### src/hdl/plt_pkg.sv
// ----------------------------------------------------------------------------
// plt_pkg
// Shared types, codes and helpers of the piecewise linear interpolator.
// ----------------------------------------------------------------------------
package plt_pkg;

  // Input item: knot write or evaluate request
  typedef struct packed {
    logic               command;
    logic [3:0]         knot_index;
    logic signed [31:0] x_value;
    logic signed [31:0] y_value;
  } plt_in_t;

  // Result item
  typedef struct packed {
    logic signed [31:0] y_result;
    logic [1:0]         status;
  } plt_out_t;

  // Record handed from cell to cell during one pass along the knot row
  typedef struct packed {
    logic               valid;
    logic               pend;   // selected left knot waits for its right partner
    logic signed [31:0] xf;     // first knot
    logic signed [31:0] yf;
    logic signed [31:0] xl;     // last valid knot
    logic signed [31:0] xa;     // selected segment, left knot
    logic signed [31:0] ya;
    logic signed [31:0] xb;     // selected segment, right knot
    logic signed [31:0] yb;
  } plt_rec_t;

  // Search control broadcast to every cell while a pass runs
  typedef struct packed {
    logic signed [31:0] xq;     // search abscissa
    logic               all;    // select every cell up to the limit
  } plt_ctl_t;

  // Commands
  localparam logic CMD_WRITE = 1'b0;
  localparam logic CMD_EVAL  = 1'b1;

  // Configuration register indexes
  localparam logic [2:0] CFG_KNOT_COUNT = 3'd0;
  localparam logic [2:0] CFG_LOW_MODE   = 3'd1;
  localparam logic [2:0] CFG_HIGH_MODE  = 3'd2;
  localparam logic [2:0] CFG_LOW_VALUE  = 3'd3;
  localparam logic [2:0] CFG_HIGH_VALUE = 3'd4;

  // Side modes
  localparam logic [1:0] MODE_CONST   = 2'd0;
  localparam logic [1:0] MODE_TANGENT = 2'd1;
  localparam logic [1:0] MODE_REPEAT  = 2'd2;
  localparam logic [1:0] MODE_MIRROR  = 2'd3;

  // Status codes
  localparam logic [1:0] ST_OK         = 2'd0;
  localparam logic [1:0] ST_EMPTY      = 2'd1;
  localparam logic [1:0] ST_ZERO_WIDTH = 2'd2;

  // Divider geometry
  localparam int          DIV_STEPS   = 66;
  localparam int          DVD_W       = 66;
  localparam int          DSR_W       = 34;
  localparam int          QUO_W       = 42;
  localparam logic [41:0] QUOT_LIMIT  = 42'd1 << 40;

  // Magnitude of a 33-bit signed difference
  function automatic logic [32:0] mag33(input logic signed [32:0] v);
    mag33 = v[32] ? 33'(-v) : 33'(v);
  endfunction

endpackage

### src/hdl/plt_cell.sv
// ----------------------------------------------------------------------------
// plt_cell
// One knot of the table. Holds its (x, y) pair and updates the record that
// walks along the row, one cell per cycle.
// ----------------------------------------------------------------------------
module plt_cell #(
  parameter int IDX  = 0,
  parameter int CNTW = 5
) (
  input  logic               clk_i,
  input  logic               rst_ni,
  input  logic               wr_en_i,
  input  logic signed [31:0] wr_x_i,
  input  logic signed [31:0] wr_y_i,
  input  plt_pkg::plt_ctl_t  ctl_i,
  input  logic [CNTW-1:0]    lim_i,
  input  logic [CNTW-1:0]    last_i,
  input  plt_pkg::plt_rec_t  rec_i,
  output plt_pkg::plt_rec_t  rec_o
);
  import plt_pkg::*;

  logic signed [31:0] kx_q, ky_q;
  logic               vld_q;
  plt_rec_t           rec_d, rec_q;
  logic               sel;

  // Store the knot
  always_ff @(posedge clk_i) begin
    if (wr_en_i) begin
      kx_q <= wr_x_i;
      ky_q <= wr_y_i;
    end
  end

  // Fill a pending right knot, then claim the segment if this knot qualifies
  always_comb begin
    rec_d = rec_i;
    sel   = (IDX == 0) || ((IDX <= int'(lim_i)) && (ctl_i.all || (kx_q <= ctl_i.xq)));
    if (rec_i.pend) begin
      rec_d.xb   = kx_q;
      rec_d.yb   = ky_q;
      rec_d.pend = 1'b0;
    end
    if (IDX == 0) begin
      rec_d.xf = kx_q;
      rec_d.yf = ky_q;
    end
    if (IDX == int'(last_i)) begin
      rec_d.xl = kx_q;
    end
    if (sel) begin
      rec_d.xa   = kx_q;
      rec_d.ya   = ky_q;
      rec_d.pend = 1'b1;
    end
  end

  // Hand the record on
  always_ff @(posedge clk_i or negedge rst_ni) begin
    if (!rst_ni) begin
      vld_q <= 1'b0;
    end else begin
      vld_q <= rec_i.valid;
    end
  end

  always_ff @(posedge clk_i) begin
    rec_q <= rec_d;
  end

  always_comb begin
    rec_o       = rec_q;
    rec_o.valid = vld_q;
  end

endmodule

### config.mk
export PLATFORM = sky130hd
export DESIGN_NAME = plt_cell
export DESIGN_NICKNAME = d
export VERILOG_FILES = /design/src/hdl/plt_pkg.sv /design/src/hdl/plt_cell.sv
export SDC_FILE = /design/constraint.sdc
export NUM_CORES = 1
export LEC_CHECK = 0
export BUFFER_PORTS_ARGS = -buffer_cell sky130_fd_sc_hd__buf_4
export CAP_MARGIN = 25
export CORE_AREA = 2 2 216 218
export CTS_CLUSTER_SIZE = 40
export DETAILED_ROUTE_END_ITERATION = 10
export DIE_AREA = 0 0 218 220
export GPL_TIMING_DRIVEN = 0
export PLACE_DENSITY = 0.47
export REMOVE_ABC_BUFFERS = 1
export SLEW_MARGIN = 5
export SYNTH_ARGS = -nofsm -noshare
export SYNTH_HDL_FRONTEND = slang
export SYNTH_SLANG_ARGS = --single-unit
### constraint.sdc
create_clock -name clk_i -period 1.4 [get_ports clk_i]
set_input_delay 0.28 -clock clk_i [delete_from_list [all_inputs] [get_ports clk_i]]
set_output_delay 0.28 -clock clk_i [all_outputs]
set_load 0.01 [all_outputs]
==> impl_metrics.csv <==
group,metric,value,unit
synthesis,ys_ff_latch,225,
final_layout,final_cells,1545,
timing,clock_skew,0.008082,ns
setup_path,critPathTopFamily,"flip-flops",
final_layout,layout_common_cells,"buf_4, dlygate4sd3_1, dfxtp_1",
setup_path,cp_num_cells,1,
setup_path,critical_path_required,1.12,ns
die,initial_core_util,0.1519,
die,rows,79,
timing,drv_slew,0,
route,drt_iter0_markers,108,
status,status,"complete, no violations",
global_routing,grt_overflow,0,
setup_path,critPathCaptureType,"output pin",
synthesis,synth_compound_area_frac,0,
final_layout,area_growth,83.86,%
place,hpwl,17160,µm
synthesis,yosys_warnings,0,
cts,cts.sinks,225,
power,ir_worst_vdd,0.0008076,V
timing,post-route-period-util,0.9618,
setup_path,crit_buf_inv,1,
setup_path,worstSetupPathType,"reg2out",
final_layout,drive_gt1_frac,0.5951,
timing,period_needed,1.346,ns
route,vias,5056,
synthesis,synthSimpleGateAreaFrac,0.004489,
cts,tritoncts,"done",
final_layout,fillers,4715,
timing,final_hold_viol_count,0,
route,drt-vias-per-instance,3.272,
cts,cts_inserted_buffers,26,
flow_run,drv_cap,0,
synthesis,synth.area.mux_share,0.1713,
place,gp_congestion,0.7271,
route,antenna_left,0,
synthesis,synthAdderAreaFrac,0,
final_layout,final_common_cell,"buf_4",
die,pin_count,562,
final_layout,multi_input_area,1240,µm²
place,dp_cells,1327,
timing,finalHoldWorstSlack,0.05948,ns
timing,fin_tns_setup,0,ns
setup_path,reg2reg_depth,1,
route,routed_wl,24110,µm
global_routing,grt_pass1_vias,5217,
setup_path,cpMaxStageDelayCell,"dfxtp_1",
route,dr.pass1.iters,4,
synthesis,syn-instance-count,400,
final_layout,seqCellArea,5171,µm²
global_routing,grt_use_total,0.09497,
setup_path,path_cells,"buf_4",
setup_path,reg2reg_to,"rec_o[159]",
synthesis,yosys.area.top_type,"dfxtp_1",
worst_hold_path,hold_class,"in2async",
die,die_w,218,µm
setup_path,max_stage_delay,0.38,ns
cts,clock_latency,0.54,ns
die,dieArea,47960,µm²
place,io_buffer_count,394,
route,wl_per_cell,15.61,µm
timing,max_freq,0.7427,GHz
cts,cts-root-buf,"clkbuf_16",
die,die_y,220,µm
cts,clk_pin_slew,0.06,ns
setup_path,crit_path_end,"rec_o[104]",
synthesis,synth_top_family_by_area,"multiplexers",
setup_path,cp_data_arrival_time,1.07,ns
cts,h-tree-depth,1,
setup_path,critPathLaunchType,"flip-flop",
timing,setup_viol,0,
setup_path,path_max_fanout,2,
global_routing,antenna_found_initial,5,
timing,slew_headroom,0.6085,
setup_path,r2r_slack,0.45,ns
synthesis,yosysTopAreaCellShare,0.4597,
synthesis,seq_area_frac_synth,0.7391,
global_routing,grt_pass1_wl,33040,µm
synthesis,synth-xor-area-share,0,
timing,tightest_slew,0.5872,ns
setup_path,r2r_start,"kx_q[31]",
synthesis,syn_area,6968,µm²
die,core,45860,µm²
synthesis,syn_area_per_cell,17.42,µm²
setup_path,worstSetupStartpoint,"rec_o[104]",
route,drcViolationCount,0,
power,powerDensity,1328,nW/µm²
timing,rsz0062_at_grt,"false",
cts,cts_buffer_depth,3,
synthesis,ys_types,12,
final_layout,num-nets-final,1252,
power,power.leakage,5.544,nW
global_routing,grt_max_degree,47,
synthesis,synth.area.top_cells,"dfxtp_1, edfxtp_1, mux2_2",
-- cell usage after synthesis, drive strengths merged --
cell      n
edfxtp   64
mux2     96
clkbuf    1
buf      75
dfrtp     1
nor2      1
dfxtp   160
or4       1
conb      1
-- layer usage --
layer / up-vias / global-route usage / routed length (µm)
met1: 2316 / 0.1090 / 9461
met5: - / 0 / 23
li1: 2357 / - / -
met4: 4 / 0.04286 / 850
met2: 330 / 0.1502 / 10710
met3: 49 / 0.04458 / 3068
-- registers in the layout, summed over array words and instances, names as in the netlist --
signal  cells
rec_o     160
ky_q       32
kx_q       32
vld_q       1
-- report_power, final --
| part | total, mW | leakage [nW] | internal (mW) | switching [mW] |
|---|---|---|---|---|
| clock | 7.19 | 0.435 | 4.43 | 2.76 |
| sequential | 7.54 | 1.99 | 7.26 | 0.284 |
| combinational | 2.28 | 3.12 | 1.44 | 0.841 |
| total | 17.0 | 5.54 | 13.1 | 3.88 |
-- logic make-up (layout without fill, tap and decap cells) --
group	after synthesis	after routing
AND/OR/NAND/NOR	2	3
other	1	3
multiplexers	96	96
buffers and inverters	76	611
flip-flops	225	225
-- what timing repair did --
action | in CTS | in global routing
buffers inserted | 5 | 0
hold endpoints to repair | 162 | 0
setup endpoints to repair | 53 | 5
pin swaps | 2 | 0
hold buffers | 162 | 0
resized for setup | 12 | 4
cloned | 1 | 0
-- metrics by stage --
step	total power, mW	utilization	cell area [µm²]	setup WS (ns)
2_1_floorplan	8.106	-	6379	-0.4366
3_3_place_gp	9.571	0.2201	10100	-0.9244
3_5_place_dp	9.587	0.2213	10150	-0.9252
4_1_cts	17.33	0.2791	12800	0.0002188
5_1_grt	17.78	0.2792	12810	0.001691
6_report	17.01	0.2793	12810	0.05354
-- final cells by class --
class,count,area share
Clock buffer,36,0.05772
Tap cell,607,0.05928
Multi-Input combinational cell,100,0.09679
Clock inverter,12,0.01358
Antenna cell,2,0.0003907
Timing Repair Buffer,563,0.3686
Sequential cell,225,0.4037
-- worst min path at each step --
stage	startpoint	end	slack, ns	cells after the start
floorplan	rst_ni	vld_q	-0.02	0
global placement	rst_ni	vld_q	0.06	1
detailed placement	rst_ni	vld_q	0.06	1
CTS	rst_ni	vld_q	0.009	2
global route	rst_ni	vld_q	0.04	2
finish	rst_ni	vld_q	0.06	2
Power figures use the tool's default switching activity.
