===== src/hdl/plt_pkg.sv =====
// ----------------------------------------------------------------------------
// plt_pkg
// Shared types, codes and helpers of the piecewise linear interpolator.
// ----------------------------------------------------------------------------
package plt_pkg;

  // Input item: knot write or evaluate request
  typedef struct packed {
    logic               command;
    logic [3:0]         knot_index;
    logic signed [31:0] x_value;
    logic signed [31:0] y_value;
  } plt_in_t;

  // Result item
  typedef struct packed {
    logic signed [31:0] y_result;
    logic [1:0]         status;
  } plt_out_t;

  // Record handed from cell to cell during one pass along the knot row
  typedef struct packed {
    logic               valid;
    logic               pend;   // selected left knot waits for its right partner
    logic signed [31:0] xf;     // first knot
    logic signed [31:0] yf;
    logic signed [31:0] xl;     // last valid knot
    logic signed [31:0] xa;     // selected segment, left knot
    logic signed [31:0] ya;
    logic signed [31:0] xb;     // selected segment, right knot
    logic signed [31:0] yb;
  } plt_rec_t;

  // Search control broadcast to every cell while a pass runs
  typedef struct packed {
    logic signed [31:0] xq;     // search abscissa
    logic               all;    // select every cell up to the limit
  } plt_ctl_t;

  // Commands
  localparam logic CMD_WRITE = 1'b0;
  localparam logic CMD_EVAL  = 1'b1;

  // Configuration register indexes
  localparam logic [2:0] CFG_KNOT_COUNT = 3'd0;
  localparam logic [2:0] CFG_LOW_MODE   = 3'd1;
  localparam logic [2:0] CFG_HIGH_MODE  = 3'd2;
  localparam logic [2:0] CFG_LOW_VALUE  = 3'd3;
  localparam logic [2:0] CFG_HIGH_VALUE = 3'd4;

  // Side modes
  localparam logic [1:0] MODE_CONST   = 2'd0;
  localparam logic [1:0] MODE_TANGENT = 2'd1;
  localparam logic [1:0] MODE_REPEAT  = 2'd2;
  localparam logic [1:0] MODE_MIRROR  = 2'd3;

  // Status codes
  localparam logic [1:0] ST_OK         = 2'd0;
  localparam logic [1:0] ST_EMPTY      = 2'd1;
  localparam logic [1:0] ST_ZERO_WIDTH = 2'd2;

  // Divider geometry
  localparam int          DIV_STEPS   = 66;
  localparam int          DVD_W       = 66;
  localparam int          DSR_W       = 34;
  localparam int          QUO_W       = 42;
  localparam logic [41:0] QUOT_LIMIT  = 42'd1 << 40;

  // Magnitude of a 33-bit signed difference
  function automatic logic [32:0] mag33(input logic signed [32:0] v);
    mag33 = v[32] ? 33'(-v) : 33'(v);
  endfunction

endpackage


===== src/hdl/plt_div.sv =====
// ----------------------------------------------------------------------------
// plt_div
// Restoring divider, one quotient bit per cycle. The quotient saturates at
// its limit; the remainder is exact.
// ----------------------------------------------------------------------------
module plt_div (
  input  logic                       clk_i,
  input  logic                       rst_ni,
  input  logic                       start_i,
  input  logic [plt_pkg::DVD_W-1:0]  dividend_i,
  input  logic [plt_pkg::DSR_W-1:0]  divisor_i,
  output logic                       done_o,
  output logic [plt_pkg::QUO_W-1:0]  quot_o,
  output logic [plt_pkg::DSR_W-1:0]  rem_o
);
  import plt_pkg::*;

  localparam int CW = $clog2(DIV_STEPS + 1);

  logic [CW-1:0]    cnt_q, cnt_d;
  logic             done_q, done_d;
  logic [DVD_W-1:0] dvd_q, dvd_d;
  logic [DSR_W-1:0] dsr_q, dsr_d;
  logic [DSR_W-1:0] rem_q, rem_d;
  logic [QUO_W-1:0] quo_q, quo_d;
  logic [DSR_W:0]   rem_sh;
  logic [QUO_W-1:0] quo_sh;
  logic             fits;

  // One shift-subtract step
  always_comb begin
    rem_sh = {rem_q, dvd_q[DVD_W-1]};
    fits   = rem_sh >= {1'b0, dsr_q};
    quo_sh = {quo_q[QUO_W-2:0], fits};
    cnt_d  = cnt_q;
    done_d = 1'b0;
    dvd_d  = dvd_q;
    dsr_d  = dsr_q;
    rem_d  = rem_q;
    quo_d  = quo_q;
    if (start_i) begin
      cnt_d = CW'(DIV_STEPS);
      dvd_d = dividend_i;
      dsr_d = divisor_i;
      rem_d = '0;
      quo_d = '0;
    end else if (cnt_q != '0) begin
      cnt_d  = cnt_q - CW'(1);
      done_d = (cnt_q == CW'(1));
      dvd_d  = {dvd_q[DVD_W-2:0], 1'b0};
      rem_d  = fits ? DSR_W'(rem_sh - {1'b0, dsr_q}) : DSR_W'(rem_sh);
      quo_d  = (quo_sh > QUOT_LIMIT) ? QUOT_LIMIT : quo_sh;
    end
  end

  always_ff @(posedge clk_i or negedge rst_ni) begin
    if (!rst_ni) begin
      cnt_q  <= '0;
      done_q <= 1'b0;
    end else begin
      cnt_q  <= cnt_d;
      done_q <= done_d;
    end
  end

  always_ff @(posedge clk_i) begin
    dvd_q <= dvd_d;
    dsr_q <= dsr_d;
    rem_q <= rem_d;
    quo_q <= quo_d;
  end

  assign done_o = done_q;
  assign quot_o = quo_q;
  assign rem_o  = rem_q;

endmodule


===== config.mk =====
export PLATFORM = sky130hd
export DESIGN_NAME = plt_div
export DESIGN_NICKNAME = d
export VERILOG_FILES = /design/src/hdl/plt_pkg.sv /design/src/hdl/plt_div.sv
export SDC_FILE = /design/constraint.sdc
export NUM_CORES = 1
export LEC_CHECK = 0
export BUFFER_PORTS_ARGS = -buffer_cell sky130_fd_sc_hd__buf_2
export CORE_ASPECT_RATIO = 0.5
export CORE_UTILIZATION = 50
export DETAILED_ROUTE_END_ITERATION = 12
export PLACE_DENSITY = 0.84
export SETUP_SLACK_MARGIN = 0.05
export SLEW_MARGIN = 20
export SYNTH_ARGS = -nofsm -noshare
export SYNTH_HDL_FRONTEND = slang
export SYNTH_SLANG_ARGS = --single-unit
export TNS_END_PERCENT = 20

===== constraint.sdc =====
create_clock -name clk_i -period 2.8 [get_ports clk_i]
set_clock_uncertainty 0.05 [all_clocks]
set_input_delay 0.42 -clock clk_i [delete_from_list [all_inputs] [get_ports clk_i]]
set_output_delay 0.42 -clock clk_i [all_outputs]
set_load 0.005 [all_outputs]

==> Flow_metrics.wiki <==
{| class="wikitable"
! Metric !! Value
|-
| Status || complete, but fails checks
|-
| Violations in the final reports || negative setup slack
|-
| Critical Path Slowest Stage Cell || or3_4
|-
| Top post-synthesis cells by area || edfxtp_1 33%, dfxtp_1 17%, mux2_2 8.3%, ha_1 5.0%, a22o_1 4.0%
|-
| Slew @ Worst Pin || 0.821 ns
|-
| Setup crit start kind || register
|-
| Via density per instance || 5.69
|-
| Part of the Yosys area used for sequential elements || 52.7%
|-
| Maximum ir drop on the vdd rail || 0.460 mV
|-
| Root buffer cell || clkbuf_16
|-
| TritonCTS clock tree || done
|-
| Cts bufs inserted || 17
|-
| Post-route insts no fill || ~1300
|-
| Clock transition time at the flip-flop clock pins of the worst setup and hold paths || 0.08 ns
|-
| Floorplan die height || 96.7 um
|-
| Number of DRC violations after detailed-routing iteration 0 || about 570
|-
| Sinks on Clock Net || 184
|-
| Period minus WS final || 3.12 ns
|-
| Share of post-route cells with drive strength above 1 || 43.6%
|-
| Cell area power density || 540 nW/um2
|-
| Slew Viols, Final || 0
|-
| Number of instances in the synthesized netlist || about 790
|-
| Drt total wl || 24500 um
|-
| Total Die Area || 18500 um2
|-
| Std-Cell Core Area || 17400 um2
|-
| Area growth syn-to-layout || 33.8%
|-
| Worst hold-check slack || 0.112 ns
|-
| Slowest cell delay on critical path || 0.40 ns
|-
| Leakage || 5.36 nW
|-
| Count of filler cells inserted in the layout || 1253
|-
| Maximum fanout along the worst path || 8
|-
| Proportion of netlist area held by the largest area contributor || 33.5%
|-
| Most used flip-flop cell after synthesis || edfxtp_1
|-
| CP Cell Sequence || inv_1 > ha_4 > and2_4 > nor3b_4 > nand4_1 > o311ai_4 > o32ai_2 > buf_4 > or2_4 > or3_4 > a311oi_2
|-
| Leading area contributor after synthesis || edfxtp_1
|-
| Commonest cells after routing, fill and taps aside || 178 x buf_2, 122 x buf_4, 100 x edfxtp_1
|-
| Number of different library cells in the post-synthesis netlist || 72
|-
| Req. time, crit path || roughly 3.1 ns
|-
| Most common library cell in the layout ignoring fill and taps || buf_2
|-
| Total inserted antenna cells || 0
|-
| Nature of the critical path endpoint || register
|-
| Clock H-tree levels || 4
|-
| Slew HR || 45.3%
|-
| Worst hold-check path type || input pin to register
|-
| Critical path arrival || between 3 and 4 ns
|-
| Remaining global-route overflow || 0
|-
| Global placement routability congestion || 0.915
|-
| Netlist Area Pre-Place || 8970 um2
|-
| Number of global-route vias before repair || around 7500
|-
| Start-to-end type of the worst setup path || register to register
|-
| Async set or reset register ratio after synthesis || 4.35%
|-
| Routed length per placed instance || 18.4 um
|-
| Input/output buffers || 179
|-
| Number of flops mapped to enable cells by yosys || 100
|-
| Pin count of the biggest net entering global routing || 81
|-
| Clock Latency Late Sink || 0.43 ns
|-
| Max Cap Violations || 0
|-
| Final count of hold timing violations || 0
|-
| Number of rows created at floorplan || 34
|-
| Number of nets produced by synthesis || 927
|-
| Top layer used by detailed routing || met4
|-
| Number of storage elements in the synthesis netlist || between 150 and 200
|-
| Final antenna-violating net count || 0
|-
| Average instance area after synthesis || 11.4 um2
|-
| RSZ-0062 raised after global routing || true
|-
| Overall track demand over capacity in global routing || between 20% and 30%
|-
| Initial standard-cell utilization of the core || between 50 and 60%
|-
| Total routed wire length on the met1 layer || 10500 um
|-
| DR pass1 iterations || 5
|-
| Number of setup violations in the final report || 74
|-
| Met2 routed wirelength || 11900 um
|-
| First-pass GRT wire length || 37300 um
|-
| Total met3 wirelength after detailed routing || 1480 um
|-
| Initial antenna violation count || 0
|-
| X dimension of the die || 191 um
|-
| Number of cells in the design after placement || approximately 1300
|-
| Post-route setup slack || -0.321 ns
|-
| DP HPWL || 16300 um
|-
| Ports placed on the boundary || between 150 and 200
|-
| Via count || 7585
|-
| DRC viols || 0
|-
| Portion of the clock cycle consumed by the worst path in the final layout || 111%
|-
| Synthesis Warnings || 0
|-
| Net count, final || between 1000 and 1500
|-
| Max Clk Rate || 320 MHz
|-
| Buffers from clock root to sink, at most || 2
|-
| Slack of the worst reg-to-reg path || -0.32 ns
|}
==> kinds of logic after synthesis <==
| group | Yosys count | synth area share (%) |
|---|---|---|
| multiplexers | 69 | 8.62 |
| flip-flops | 184 | 52.7 |
| AO/OA/AOI/OAI | 190 | 16.2 |
| AND/OR/NAND/NOR | 194 | 10.3 |
| XOR/XNOR | 32 | 3.13 |
| adder cells (fa/ha/maj) | 37 | 5.25 |
| buffers and inverters | 81 | 3.78 |
==> per-layer routing <==
metal	vias up	global-route usage (%)
met5	-	0
met4	0	7.39
met3	53	5.73
met2	264	42.5
met1	3734	33.1
li1	3534	-
==> sequential cells by signal, indices dropped and copies added, names as in the netlist <==
| register | cells |
|---|---|
| done_o | 1 |
| cnt_q | 7 |
| dvd_q | 66 |
| quot_o | 42 |
| rem_o | 34 |
| dsr_q | 34 |
==> cells in the mapped netlist (9+ instances only) <==
library cell  count
a211oi_1          9
a21oi_1          39
a22o_1           41
a311oi_2          9
clkbuf_1         21
dfxtp_1          76
edfxtp_1        100
ha_1             36
inv_1            49
mux2_2           66
nand2_1          65
nand3_1          10
nand4_1          10
nor2_1           50
nor3_1           12
o21ai_0          28
xnor2_1          23
xor2_1            9
==> final timing paths <==
kind / from / endpoint / cells past startpoint
max: dsr_q[7]$_DFFE_PP_ / rem_o[11]$_SDFFE_PP0P_ / 11
min: divisor_i[2] / dsr_q[2]$_DFFE_PP_ / 1
max reg2reg: dsr_q[7]$_DFFE_PP_ / rem_o[11]$_SDFFE_PP0P_ / 11
min reg2reg: cnt_q[6]$_DFFE_PN0P_ / cnt_q[6]$_DFFE_PN0P_ / 2
max in group asynchronous: rst_ni / cnt_q[2]$_DFFE_PN0P_ / 2
min in group asynchronous: rst_ni / done_o$_DFF_PN0_ / 2
==> what timing repair did <==
action                                  4_1_cts  5_1_grt
pin swaps                                    36       19
setup buffers                                15        6
gates resized for setup                      44       24
endpoints found under the hold margin         8        0
hold buffers                                  1        0
gates cloned                                  0        0
endpoints found under the setup margin       74       74
==> metrics by stage <==
| stage | power (mW) | setup TNS [ns] | cell area (um2) | utilization (%) | setup slack [ns] |
|---|---|---|---|---|---|
| 4_1_cts | 6.44 | -4.44 | 11800 | 67.8 | -0.147 |
| 3_5_place_dp | 4.01 | -12.52 | 10900 | 62.7 | -0.360 |
| 6_report | 6.48 | -11.80 | 12000 | 68.8 | -0.321 |
| 2_1_floorplan | 3.66 | 0 | 9000 | - | 0.0507 |
| 3_3_place_gp | 3.97 | -6.83 | 10900 | 62.7 | -0.238 |
| 5_1_grt | 6.71 | -18.45 | 12000 | 68.8 | -0.398 |
==> layout make-up <==
class | count | area, um2 | area share [%]
Tap cell | 234 | 293 | 2.44
Sequential cell | 184 | 4720 | 39.4
Timing Repair Buffer | 313 | 2000 | 16.7
Clock buffer | 17 | 425 | 3.54
Inverter | 49 | 188 | 1.56
Multi-Input combinational cell | 522 | 4210 | 35.1
Clock inverter | 15 | 158 | 1.31
==> critical path, delay by kind of cell, from the launching register on <==
kind | cells | cell delay (ns)
AOI/OAI and AO/OA | 3 | 0.77
adders and majority gates | 1 | 0.30
buffers and inverters | 2 | 0.27
DFF | 1 | 0.34
and+or+nand+nor | 5 | 1.29
==> power by group <==
part	internal, mW	leakage (nW)	total, mW	switching (mW)
combinational	0.482	3.33	0.957	0.475
clock	1.20	0.278	2.39	1.19
sequential	3.06	1.75	3.13	0.0748
No activity file was read; power rests on OpenSTA's default activity.
